### config.mk
export PLATFORM = sky130hd
export DESIGN_NAME = windowed_average_threshold_monitor
export DESIGN_NICKNAME = d
export VERILOG_FILES = /design/src/rtl/watm_pkg.sv /design/src/rtl/watm_ram.sv /design/src/rtl/watm_dp.sv /design/src/rtl/watm_ctrl.sv /design/src/rtl/windowed_average_threshold_monitor.sv
export VERILOG_INCLUDE_DIRS = /design/src /design/src/rtl
export SDC_FILE = /design/constraint.sdc
export NUM_CORES = 1
export LEC_CHECK = 0
export BUFFER_PORTS_ARGS = -buffer_cell sky130_fd_sc_hd__buf_2
export CORE_MARGIN = 5
export CORE_UTILIZATION = 50
export DETAILED_ROUTE_END_ITERATION = 10
export PLACE_DENSITY = 0.72
export RECOVER_POWER = 100
export SLEW_MARGIN = 20
export SYNTH_ARGS = -nofsm -noshare
export SYNTH_HDL_FRONTEND = slang
export SYNTH_SLANG_ARGS = --single-unit
### constraint.sdc
create_clock -name clk -period 4.4 [get_ports clk]
set_input_delay 0.88 -clock clk [delete_from_list [all_inputs] [get_ports clk]]
set_output_delay 0.88 -clock clk [all_outputs]
set_load 0.005 [all_outputs]
### src/rtl/assert_macros.svh
// ----------------------------------------------------------------------------
// assert_macros
// shared concurrent assertion macros, clocked on clk, off during reset
// ----------------------------------------------------------------------------
`ifndef ASSERT_MACROS_SVH
`define ASSERT_MACROS_SVH

// property must hold at every clock edge outside reset
`define ASSERT_CLK(label, prop, msg) \
	label: assert property (@(posedge clk) disable iff (!arst_n) prop) \
		else $error(msg);

// expression must never be true outside reset
`define ASSERT_NEVER(label, expr, msg) \
	label: assert property (@(posedge clk) disable iff (!arst_n) !(expr)) \
		else $error(msg);

`endif

### src/rtl/watm_pkg.sv
// ----------------------------------------------------------------------------
// watm_pkg
// shared types and constants of the windowed average threshold monitor
// ----------------------------------------------------------------------------
`default_nettype none

package watm_pkg;

	localparam int TEMP_W     = 11;
	localparam int HUM_W      = 10;
	localparam int LEVEL_W    = 10;
	localparam int HEALTH_W   = 2;
	localparam int CFG_IDX_W  = 3;
	localparam int CFG_DATA_W = 11;

	// register indexes
	localparam logic [CFG_IDX_W-1:0] REG_TEMP_LOW   = 3'd0;
	localparam logic [CFG_IDX_W-1:0] REG_TEMP_HIGH  = 3'd1;
	localparam logic [CFG_IDX_W-1:0] REG_HUM_LOW    = 3'd2;
	localparam logic [CFG_IDX_W-1:0] REG_HUM_HIGH   = 3'd3;
	localparam logic [CFG_IDX_W-1:0] REG_LIGHT_LOW  = 3'd4;
	localparam logic [CFG_IDX_W-1:0] REG_LIGHT_HIGH = 3'd5;
	localparam logic [CFG_IDX_W-1:0] REG_VIB_HIGH   = 3'd6;

	// limit reset values
	localparam logic signed [TEMP_W-1:0] TEMP_LOW_RST   = 11'sd150;
	localparam logic signed [TEMP_W-1:0] TEMP_HIGH_RST  = 11'sd350;
	localparam logic [HUM_W-1:0]         HUM_LOW_RST    = 10'd300;
	localparam logic [HUM_W-1:0]         HUM_HIGH_RST   = 10'd700;
	localparam logic [LEVEL_W-1:0]       LIGHT_LOW_RST  = 10'd200;
	localparam logic [LEVEL_W-1:0]       LIGHT_HIGH_RST = 10'd800;
	localparam logic [LEVEL_W-1:0]       VIB_HIGH_RST   = 10'd500;

	// health codes
	localparam logic [HEALTH_W-1:0] HEALTH_NORMAL    = 2'd0;
	localparam logic [HEALTH_W-1:0] HEALTH_ATTENTION = 2'd1;
	localparam logic [HEALTH_W-1:0] HEALTH_CRITICAL  = 2'd2;

	typedef struct packed {
		logic load;
		logic update;
		logic setup;
		logic div_step;
		logic publish;
	} watm_cmd_t;

	typedef struct packed {
		logic div_last;
	} watm_sts_t;

endpackage

`default_nettype wire

### src/rtl/watm_ram.sv
// ----------------------------------------------------------------------------
// watm_ram
// generic single write port ram with registered read
// ----------------------------------------------------------------------------
`default_nettype none

module watm_ram #(
	parameter int WIDTH  = 8,
	parameter int DEPTH  = 16,
	parameter int ADDR_W = (DEPTH > 1) ? $clog2(DEPTH) : 1
) (
	input  wire logic              clk,
	input  wire logic              we,
	input  wire logic [ADDR_W-1:0] waddr,
	input  wire logic [WIDTH-1:0]  wdata,
	input  wire logic [ADDR_W-1:0] raddr,
	output logic      [WIDTH-1:0]  rdata
);

	logic [WIDTH-1:0] mem_q [DEPTH];

	always_ff @(posedge clk) begin
		if (we) begin
			mem_q[waddr] <= wdata;
		end
		rdata <= mem_q[raddr];
	end

endmodule

`default_nettype wire

### src/rtl/watm_dp.sv
// ----------------------------------------------------------------------------
// watm_dp
// datapath: limit registers, sample ring, running sums, bit serial dividers,
// threshold checks and the result register
// ----------------------------------------------------------------------------
`default_nettype none

module watm_dp import watm_pkg::*; #(
	parameter int WINDOW_LEN = 12
) (
	input  wire logic                   clk,
	input  wire logic                   arst_n,
	input  wire watm_cmd_t              cmd,
	output watm_sts_t                   sts,
	input  wire logic                   cfg_we,
	input  wire logic [CFG_IDX_W-1:0]   cfg_index,
	input  wire logic [CFG_DATA_W-1:0]  cfg_data,
	input  wire logic signed [TEMP_W-1:0] temperature,
	input  wire logic [HUM_W-1:0]       humidity,
	input  wire logic [LEVEL_W-1:0]     light_level,
	input  wire logic [LEVEL_W-1:0]     vibration_level,
	output logic signed [TEMP_W-1:0]    avg_temperature,
	output logic [HUM_W-1:0]            avg_humidity,
	output logic                        temp_alert,
	output logic                        hum_alert,
	output logic                        light_alert,
	output logic                        vib_alert,
	output logic [HEALTH_W-1:0]         health_status
);

	localparam int AW      = (WINDOW_LEN > 1) ? $clog2(WINDOW_LEN) : 1;
	localparam int CW      = $clog2(WINDOW_LEN + 1);
	localparam int TSW     = TEMP_W + CW;
	localparam int DW      = HUM_W + CW;
	localparam int SW      = $clog2(DW + 1);
	localparam int ENTRY_W = TEMP_W + HUM_W;

	// limits
	logic signed [TEMP_W-1:0] temp_low_q, temp_high_q;
	logic [HUM_W-1:0]         hum_low_q, hum_high_q;
	logic [LEVEL_W-1:0]       light_low_q, light_high_q, vib_high_q;

	// current sample
	logic signed [TEMP_W-1:0] samp_t_q;
	logic [HUM_W-1:0]         samp_h_q;
	logic [LEVEL_W-1:0]       samp_l_q, samp_v_q;

	// window state
	logic signed [TSW-1:0]    tsum_q, tsum_nx;
	logic [DW-1:0]            hsum_q, hsum_nx;
	logic [AW-1:0]            slot_q;
	logic [CW-1:0]            fill_q;
	logic                     full;
	logic [ENTRY_W-1:0]       ram_rdata;
	logic signed [TEMP_W-1:0] old_t;
	logic [HUM_W-1:0]         old_h;

	// dividers
	logic [DW-1:0]            t_quo_q, h_quo_q;
	logic [CW-1:0]            t_rem_q, h_rem_q, div_q;
	logic                     t_neg_q;
	logic [SW-1:0]            step_q;
	logic [TSW-1:0]           t_mag;
	logic [CW:0]              t_sh, h_sh;
	logic                     t_ge, h_ge;
	logic [CW-1:0]            t_rem_nx, h_rem_nx;

	// checks
	logic                     ta, ha, la, va;
	logic [2:0]               n_alerts;
	logic [HEALTH_W-1:0]      health;

	watm_ram #(
		.WIDTH (ENTRY_W),
		.DEPTH (WINDOW_LEN),
		.ADDR_W(AW)
	) u_ring (
		.clk  (clk),
		.we   (cmd.update),
		.waddr(slot_q),
		.wdata({samp_t_q, samp_h_q}),
		.raddr(slot_q),
		.rdata(ram_rdata)
	);

	always_ff @(posedge clk or negedge arst_n) begin
		if (!arst_n) begin
			temp_low_q   <= TEMP_LOW_RST;
			temp_high_q  <= TEMP_HIGH_RST;
			hum_low_q    <= HUM_LOW_RST;
			hum_high_q   <= HUM_HIGH_RST;
			light_low_q  <= LIGHT_LOW_RST;
			light_high_q <= LIGHT_HIGH_RST;
			vib_high_q   <= VIB_HIGH_RST;
		end else if (cfg_we) begin
			case (cfg_index)
				REG_TEMP_LOW:   temp_low_q   <= cfg_data[TEMP_W-1:0];
				REG_TEMP_HIGH:  temp_high_q  <= cfg_data[TEMP_W-1:0];
				REG_HUM_LOW:    hum_low_q    <= cfg_data[HUM_W-1:0];
				REG_HUM_HIGH:   hum_high_q   <= cfg_data[HUM_W-1:0];
				REG_LIGHT_LOW:  light_low_q  <= cfg_data[LEVEL_W-1:0];
				REG_LIGHT_HIGH: light_high_q <= cfg_data[LEVEL_W-1:0];
				REG_VIB_HIGH:   vib_high_q   <= cfg_data[LEVEL_W-1:0];
				default: ;
			endcase
		end
	end

	always_ff @(posedge clk) begin
		if (cmd.load) begin
			samp_t_q <= temperature;
			samp_h_q <= humidity;
			samp_l_q <= light_level;
			samp_v_q <= vibration_level;
		end
	end

	assign old_t = ram_rdata[ENTRY_W-1:HUM_W];
	assign old_h = ram_rdata[HUM_W-1:0];
	assign full  = (fill_q == CW'(WINDOW_LEN));

	// oldest entry leaves the sum only once the window is full
	always_comb begin
		tsum_nx = tsum_q + TSW'(samp_t_q) - (full ? TSW'(old_t) : TSW'(0));
		hsum_nx = hsum_q + DW'(samp_h_q) - (full ? DW'(old_h) : DW'(0));
	end

	always_ff @(posedge clk or negedge arst_n) begin
		if (!arst_n) begin
			tsum_q <= '0;
			hsum_q <= '0;
			slot_q <= '0;
			fill_q <= '0;
		end else if (cmd.update) begin
			tsum_q <= tsum_nx;
			hsum_q <= hsum_nx;
			slot_q <= (slot_q == AW'(WINDOW_LEN - 1)) ? AW'(0) : slot_q + AW'(1);
			if (!full) begin
				fill_q <= fill_q + CW'(1);
			end
		end
	end

	// restoring division, one quotient bit per step
	always_comb begin
		t_mag    = tsum_q[TSW-1] ? TSW'(-tsum_q) : TSW'(tsum_q);
		t_sh     = {t_rem_q, t_quo_q[DW-1]};
		h_sh     = {h_rem_q, h_quo_q[DW-1]};
		t_ge     = (t_sh >= {1'b0, div_q});
		h_ge     = (h_sh >= {1'b0, div_q});
		t_rem_nx = t_ge ? CW'(t_sh - {1'b0, div_q}) : t_sh[CW-1:0];
		h_rem_nx = h_ge ? CW'(h_sh - {1'b0, div_q}) : h_sh[CW-1:0];
	end

	always_ff @(posedge clk or negedge arst_n) begin
		if (!arst_n) begin
			step_q <= '0;
		end else if (cmd.setup) begin
			step_q <= SW'(DW);
		end else if (cmd.div_step) begin
			step_q <= step_q - SW'(1);
		end
	end

	always_ff @(posedge clk) begin
		if (cmd.setup) begin
			t_neg_q <= tsum_q[TSW-1];
			t_quo_q <= t_mag[DW-1:0];
			h_quo_q <= hsum_q;
			t_rem_q <= '0;
			h_rem_q <= '0;
			div_q   <= fill_q;
		end else if (cmd.div_step) begin
			t_quo_q <= {t_quo_q[DW-2:0], t_ge};
			h_quo_q <= {h_quo_q[DW-2:0], h_ge};
			t_rem_q <= t_rem_nx;
			h_rem_q <= h_rem_nx;
		end
	end

	assign sts.div_last = (step_q == SW'(1));

	always_comb begin
		ta = (samp_t_q < temp_low_q) || (samp_t_q > temp_high_q);
		ha = (samp_h_q < hum_low_q) || (samp_h_q > hum_high_q);
		la = (samp_l_q < light_low_q) || (samp_l_q > light_high_q);
		va = (samp_v_q > vib_high_q);
		n_alerts = {2'b00, ta} + {2'b00, ha} + {2'b00, la} + {2'b00, va};
		if (n_alerts == 3'd0) begin
			health = HEALTH_NORMAL;
		end else if (n_alerts <= 3'd2) begin
			health = HEALTH_ATTENTION;
		end else begin
			health = HEALTH_CRITICAL;
		end
	end

	always_ff @(posedge clk) begin
		if (cmd.publish) begin
			avg_temperature <= t_neg_q ? -t_quo_q[TEMP_W-1:0] : t_quo_q[TEMP_W-1:0];
			avg_humidity    <= h_quo_q[HUM_W-1:0];
			temp_alert      <= ta;
			hum_alert       <= ha;
			light_alert     <= la;
			vib_alert       <= va;
			health_status   <= health;
		end
	end

endmodule

`default_nettype wire

### src/rtl/watm_ctrl.sv
// ----------------------------------------------------------------------------
// watm_ctrl
// controller: sequences read, update, setup, divide and publish for each request
// ----------------------------------------------------------------------------
`default_nettype none
`include "assert_macros.svh"

module watm_ctrl import watm_pkg::*; (
	input  wire logic      clk,
	input  wire logic      arst_n,
	input  wire logic      in_valid,
	output logic           in_stall,
	output logic           out_valid,
	input  wire logic      out_stall,
	output watm_cmd_t      cmd,
	input  wire watm_sts_t sts
);

	typedef enum logic [2:0] {
		ST_IDLE,
		ST_READ,
		ST_UPDATE,
		ST_SETUP,
		ST_DIV,
		ST_DONE
	} state_t;

	state_t state_q;
	logic   out_valid_q;

	assign in_stall  = (state_q != ST_IDLE);
	assign out_valid = out_valid_q;

	always_comb begin
		cmd.load     = (state_q == ST_IDLE) && in_valid;
		cmd.update   = (state_q == ST_UPDATE);
		cmd.setup    = (state_q == ST_SETUP);
		cmd.div_step = (state_q == ST_DIV);
		cmd.publish  = (state_q == ST_DONE) && (!out_valid_q || !out_stall);
	end

	always_ff @(posedge clk or negedge arst_n) begin
		if (!arst_n) begin
			state_q     <= ST_IDLE;
			out_valid_q <= 1'b0;
		end else begin
			case (state_q)
				ST_IDLE: begin
					if (in_valid) begin
						state_q <= ST_READ;
					end
				end
				ST_READ:   state_q <= ST_UPDATE;
				ST_UPDATE: state_q <= ST_SETUP;
				ST_SETUP:  state_q <= ST_DIV;
				ST_DIV: begin
					if (sts.div_last) begin
						state_q <= ST_DONE;
					end
				end
				ST_DONE: begin
					if (cmd.publish) begin
						state_q <= ST_IDLE;
					end
				end
				default: state_q <= ST_IDLE;
			endcase

			if (cmd.publish) begin
				out_valid_q <= 1'b1;
			end else if (!out_stall) begin
				out_valid_q <= 1'b0;
			end
		end
	end

	`ASSERT_NEVER(a_no_overwrite, cmd.publish && out_valid_q && out_stall, "result overwritten while held")
	`ASSERT_CLK(a_accept_read, (in_valid && !in_stall) |=> (state_q == ST_READ), "request not started")
	`ASSERT_CLK(a_div_hold, (state_q == ST_DIV && !sts.div_last) |=> (state_q == ST_DIV), "divide cut short")
	`ASSERT_CLK(a_valid_src, $rose(out_valid_q) |-> $past(state_q == ST_DONE), "result without divide")

endmodule

`default_nettype wire

### src/rtl/windowed_average_threshold_monitor.sv
// Moving average and threshold monitor for one sensor reading per request. Each request
// returns exactly one result. The result holds the window averages of temperature and
// humidity and four limit alerts with a summary health code. A request passes through
// the ring read, the sum update, the divider setup, the divide and the publish, in that
// order. The divide uses a pair of restoring dividers, which retire one quotient bit per
// cycle and are DW = 10 + clog2(WINDOW_LEN + 1) bits wide. The publish waits while a
// held result is stalled. The next request is accepted as soon as the result sits in
// the output register, so a new request is not taken before the last one is through.
// ----------------------------------------------------------------------------
// windowed_average_threshold_monitor
// top level: controller plus datapath
// ----------------------------------------------------------------------------
`default_nettype none

module windowed_average_threshold_monitor import watm_pkg::*; #(
	parameter int WINDOW_LEN = 12
) (
	input  wire logic                     clk,
	input  wire logic                     arst_n,
	input  wire logic                     cfg_we,
	input  wire logic [CFG_IDX_W-1:0]     cfg_index,
	input  wire logic [CFG_DATA_W-1:0]    cfg_data,
	input  wire logic                     in_valid,
	output logic                          in_stall,
	input  wire logic signed [TEMP_W-1:0] temperature,
	input  wire logic [HUM_W-1:0]         humidity,
	input  wire logic [LEVEL_W-1:0]       light_level,
	input  wire logic [LEVEL_W-1:0]       vibration_level,
	output logic                          out_valid,
	input  wire logic                     out_stall,
	output logic signed [TEMP_W-1:0]      avg_temperature,
	output logic [HUM_W-1:0]              avg_humidity,
	output logic                          temp_alert,
	output logic                          hum_alert,
	output logic                          light_alert,
	output logic                          vib_alert,
	output logic [HEALTH_W-1:0]           health_status
);

	watm_cmd_t cmd;
	watm_sts_t sts;

	watm_ctrl u_ctrl (
		.clk      (clk),
		.arst_n   (arst_n),
		.in_valid (in_valid),
		.in_stall (in_stall),
		.out_valid(out_valid),
		.out_stall(out_stall),
		.cmd      (cmd),
		.sts      (sts)
	);

	watm_dp #(
		.WINDOW_LEN(WINDOW_LEN)
	) u_dp (
		.clk            (clk),
		.arst_n         (arst_n),
		.cmd            (cmd),
		.sts            (sts),
		.cfg_we         (cfg_we),
		.cfg_index      (cfg_index),
		.cfg_data       (cfg_data),
		.temperature    (temperature),
		.humidity       (humidity),
		.light_level    (light_level),
		.vibration_level(vibration_level),
		.avg_temperature(avg_temperature),
		.avg_humidity   (avg_humidity),
		.temp_alert     (temp_alert),
		.hum_alert      (hum_alert),
		.light_alert    (light_alert),
		.vib_alert      (vib_alert),
		.health_status  (health_status)
	);

endmodule

`default_nettype wire

==> results list <==
- The initial antenna violation count came to 0.
- Post-detailed-placement half-perimeter wirelength: between 30000 and 40000 um
- Number of standard cells in the final layout excluding fillers: around 2400
- After detailed routing, the number of remaining DRC violations is 0.
* Top-area cell type share of the netlist area: 46.0%
- Max-slew violations: 281
* Warnings from Yosys: 0
- In this run the remaining antenna-violating nets after routing total 0.
* Top cell types by occurrence after synthesis: edfxtp_1, inv_1, nand2_1, o21ai_0, ha_1
* # placed instances: 2349
* Share of power burned in the clock network: 25.0%
- Row cnt: 78
- Num CTS Buffers: between 50 and 60
* Total Negative Setup Slacks: 0 ps
* Net count reported at finish: 2009
* Simple-gate portion of the synthesized area: 6.95%
- Placeable core region: 0.0455 sq mm
- The endpoint identified for the worst register-to-register timing path is u_dp.hsum_q[12]$_DFFE_PN0P_.
- Unrepaired setup endpoints after global routing: no
- Ranked by total cell area, the synthesized netlist is headed by edfxtp_1, dfrtp_1, ha_1, mux4_2, dfstp_2.
- End of the worst hold path: u_dp.avg_humidity[7]$_DFFE_PP_
- Final critical delay including setup and external delays: 3880 ps
- GRT Resource Usage Total: 19.9%
* PD cells: 686 mW/mm^2
- For the worst-skew pair, the clock arrives at the later sink with an insertion delay of 600 ps.
* Number of top-level pins: ~90
- Worst EP arrival: 4340 ps
- After Yosys synthesis, full adders, half adders and majority gates account for 8.81% of the synthesized area.
- Compound-Gate Fraction of Synth Area: 7.70%
* Iteration-0 DRC Markers: about 1100
- Clock input transition at the sequential cells of the worst setup and hold paths: around 60 ps
* Die Span X: 225 um
- Hold Violations, Final: 0
* Worst slew margin relative to its limit: -62.0%
* Peak clock frequency supported by timing: 258 MHz
- Post-placement setup slack: 610 ps
* Syn nets: 1896
- The repair_antennas step left the layout with diodes totalling 0.
- The floorplan step defined a die boundary enclosing just over 0.05 sq mm.
* Worst stage delay on the critical path: ~580 ps
- STA classifies the critical path endpoint as a flip-flop.
* Maximum number of pins on one net before global-route repair: 76
- Post-synthesis xor/xnor area fraction: around 1.8%
* Path class of the lowest-slack min-delay path: reg2reg
* Sum of overflow across all layers after global routing: 0
* Post-cts sizing count: 0
- In this run the worst path has a maximum fanout of 21.
- The routed design has 49900 um of wire.
- The first global-routing pass estimated 78400 um of wire.
- Root buffer cell: clkbuf_16
- Critical R2R Launch: u_dp.fill_q[0]$_DFFE_PN0P_
* Total number of vias: approximately 14000
- The clock passes through at most 3 buffers.
* Most used DFF post-synth: edfxtp_1
- Via count of the first global-routing pass: between 10000 and 15000
* Net switching power of the design: between 6 and 7 mW
* Post-Syn Area per Cell: approximately 14 sq um
* Number of violations of the max-capacitance limit: 8
- Combinational logic burns about 35% of the power.
* Part of the Yosys area used for sequential elements: between 60% and 70%
- After synthesis the cells add up to 0.0230 sq mm.
* Share of flip-flops with an asynchronous set or reset: 23.4%
- The final critical path takes up 88.2% of the cycle.
- Static leakage power: between 10 and 15 nW
- Setup fix buffers added after clock tree synthesis: 0
* Starting density of the core: 50.6%
- Reg2reg path depth: 13
- Count of mapped cells out of synthesis: 1690
* Count of input and output buffers: 88
- At the end of routability-driven placement, the weighted congestion stood at 0.882.
- Slowest cell on crit path: and3_1
- In this run the most critical hold path is launched from u_dp.h_quo_q[7]$_DFFE_PP_.
- Outcome: finished, violations left
- R2R setup slack: 520 ps
- Dividing the detail-routed via count by the number of cells gives 5.59.
- Clock tree from TritonCTS: yes
- The first detailed-routing pass ran for 6 iterations.
- Setup slack closes at between 500 and 600 ps.
- Clock skew on the completed layout was measured at 27.4 ps.
- Synth Register Bits: 499
- Pint: 11.6 mW
- Counting flops with a built-in enable in the synthesized netlist gives between 300 and 400.
- Synthesis instantiated 69 different standard cells from the library.
- Failing checks: capacitance limit, slew limit
- Switch share: between 30% and 40%
* Type of the worst setup path: reg2reg
- Yosys instantiated no cell more often than edfxtp_1.
* Hold Buf Count CTS: 0
- The post-route netlist has between 10% and 20% of its cells at a drive strength greater than 1.
* Vertical extent of the die: 225 um
- Main combinational cell family by area after synthesis: multiplexers
- Registers are responsible for 39.6% of the overall power.
- STA puts the critical path data required time at approximately 5000 ps.
- In the synthesized netlist, mux cells make up 9.14% of the area.
- Across the VDD grid, the largest voltage drop is 420 uV.
- From synthesis to final layout, the design area changed by 12.0%.
- The biggest area contributor in the post-synthesis netlist is edfxtp_1.
- The clock net in this run drives a total of 499 sinks.
* Final number of setup-violating endpoints: 0
- The worst hold path passes through 0 cells.
* Actual transition at the worst max-transition pin: approximately 2400 ps
- Wirelength per Cell: 20.4 um
* Maximum level of the CTS H-tree: 2
* Startpoint Class: flip-flop
- Cell Chain, Critical Path: inv_1, ha_1, and3_1, and2_1, fa_1, inv_1, ha_1, and3_1, a211oi_1, a21boi_2, a2111oi_0, or4_1, o211ai_1
-- worst max path at each step --
| stage | from | to | slack, ps | cells after the start |
|---|---|---|---|---|
| 2_1_floorplan | u_dp.samp_t_q[1]$_DFFE_PP_ | u_dp.health_status[0]$_SDFFCE_PN0P_ | 1090 | 12 |
| 6_report | u_dp.fill_q[0]$_DFFE_PN0P_ | u_dp.hsum_q[12]$_DFFE_PN0P_ | 520 | 13 |
| 3_5_place_dp | u_dp.fill_q[0]$_DFFE_PN0P_ | u_dp.hsum_q[12]$_DFFE_PN0P_ | 610 | 12 |
| 5_1_grt | u_dp.slot_q[0]$_DFFE_PN0P_ | u_dp.u_ring.mem_q[3][17]$_DFFE_PP_ | 140 | 4 |
| 4_1_cts | u_dp.fill_q[0]$_DFFE_PN0P_ | u_dp.hsum_q[12]$_DFFE_PN0P_ | 580 | 12 |
| 3_3_place_gp | u_dp.fill_q[0]$_DFFE_PN0P_ | u_dp.hsum_q[12]$_DFFE_PN0P_ | 730 | 12 |
-- sequential cells by signal (all words and copies together), names as in the netlist, 10 cells and up --
register	cells
u_dp.avg_temperature	11
u_dp.light_high_q	10
u_dp.vib_high_q	10
u_dp.temp_low_q	11
u_dp.h_quo_q	14
u_dp.tsum_q	15
u_dp.t_quo_q	14
u_dp.samp_v_q	10
u_dp.hum_high_q	10
u_dp.samp_t_q	11
u_dp.hsum_q	14
u_dp.samp_h_q	10
u_dp.light_low_q	10
u_dp.u_ring.mem_q	252
u_dp.hum_low_q	10
u_dp.samp_l_q	10
u_dp.avg_humidity	10
u_dp.temp_high_q	11
u_dp.u_ring.rdata	21
-- cells in the final DEF, fill, tap and decap left out, types with 10 or more instances in the layout --
cell       Yosys  routed
mux2i_1       27      27
ha_1         119     119
inv_1        192     192
mux2_2        37      35
clkbuf_16      0      52
nor3_1        14      14
edfxtp_1     353     353
and2_1        28      17
buf_2         13      53
and3_1        11      11
dfstp_2       32      32
xnor2_1       38      38
nor2b_1       11      11
a21oi_1       48      48
clkbuf_1      39      59
clkbuf_8       0      10
xor2_1        10      10
o21a_1        11      11
nand4_1       18      18
o21ai_0      144     145
a21o_1        18      18
nand2_1      163     163
dfrtp_1       85      84
clkbuf_2       0      11
mux4_2        63      63
nor2_1        34      34
dfxtp_1       29      29
fa_1          27      27
o31ai_1       10      10
-- power groups by stage --
stage / Combinational, mW / Sequential [mW] / Clock [mW]
after floorplan: 4.95 / 6.69 / 0
after global placement: 6.11 / 7.05 / 0
after detailed placement: 6.32 / 7.10 / 0
after CTS: 6.37 / 7.01 / 4.51
after global routing: 7.08 / 7.12 / 4.70
final: 6.27 / 7.00 / 4.43
-- cells by family (layout without fill, tap and decap cells) --
logic type,Yosys count,after routing
flip-flops,499,499
AND/OR/NAND/NOR,329,329
AO/OA/AOI/OAI,292,292
buffers and inverters,249,405
adder cells (fa/ha/maj),146,146
multiplexers,127,127
XOR/XNOR,48,48
-- layout make-up --
cell class                 instances  area [sq um]
clock inverter                    22           246
tap                              600           751
sequential                       499         14100
inverter                         192           721
fill                            3679         19700
timing repair buffer             116           543
clock buffer                      75          1490
multi-input combinational        942          7910
-- routing by layer --
metal / global-route usage (%) / vias to the layer above / share of wire [%]
met5: 1.42 / - / 0.20
met4: 6.03 / 2 / 2.5
li1: - / 6354 / -
met3: 2.85 / 78 / 4.7
met2: 33.1 / 348 / 49
met1: 27.4 / 6898 / 44
-- stage by stage --
stage	util, %	power, mW	area [sq um]	hold slack, ps
global route	56.7	18.9	25800	431
floorplan	-	11.6	23000	426
global placement	53.3	13.2	24300	436
CTS	57.1	17.9	26000	423
detailed placement	53.3	13.4	24300	436
finish	56.7	17.7	25800	450
-- critical path: cells and delay by family, from the launching register on --
| family | cells | cell delay (ps) |
|---|---|---|
| AO/OA/AOI/OAI | 4 | 1080 |
| adder cells (fa/ha/maj) | 3 | 890 |
| flip-flops | 1 | 410 |
| buffers and inverters | 2 | 180 |
| AND/OR/NAND/NOR | 4 | 1200 |
Note: power is estimated with default switching activity, not from simulation.
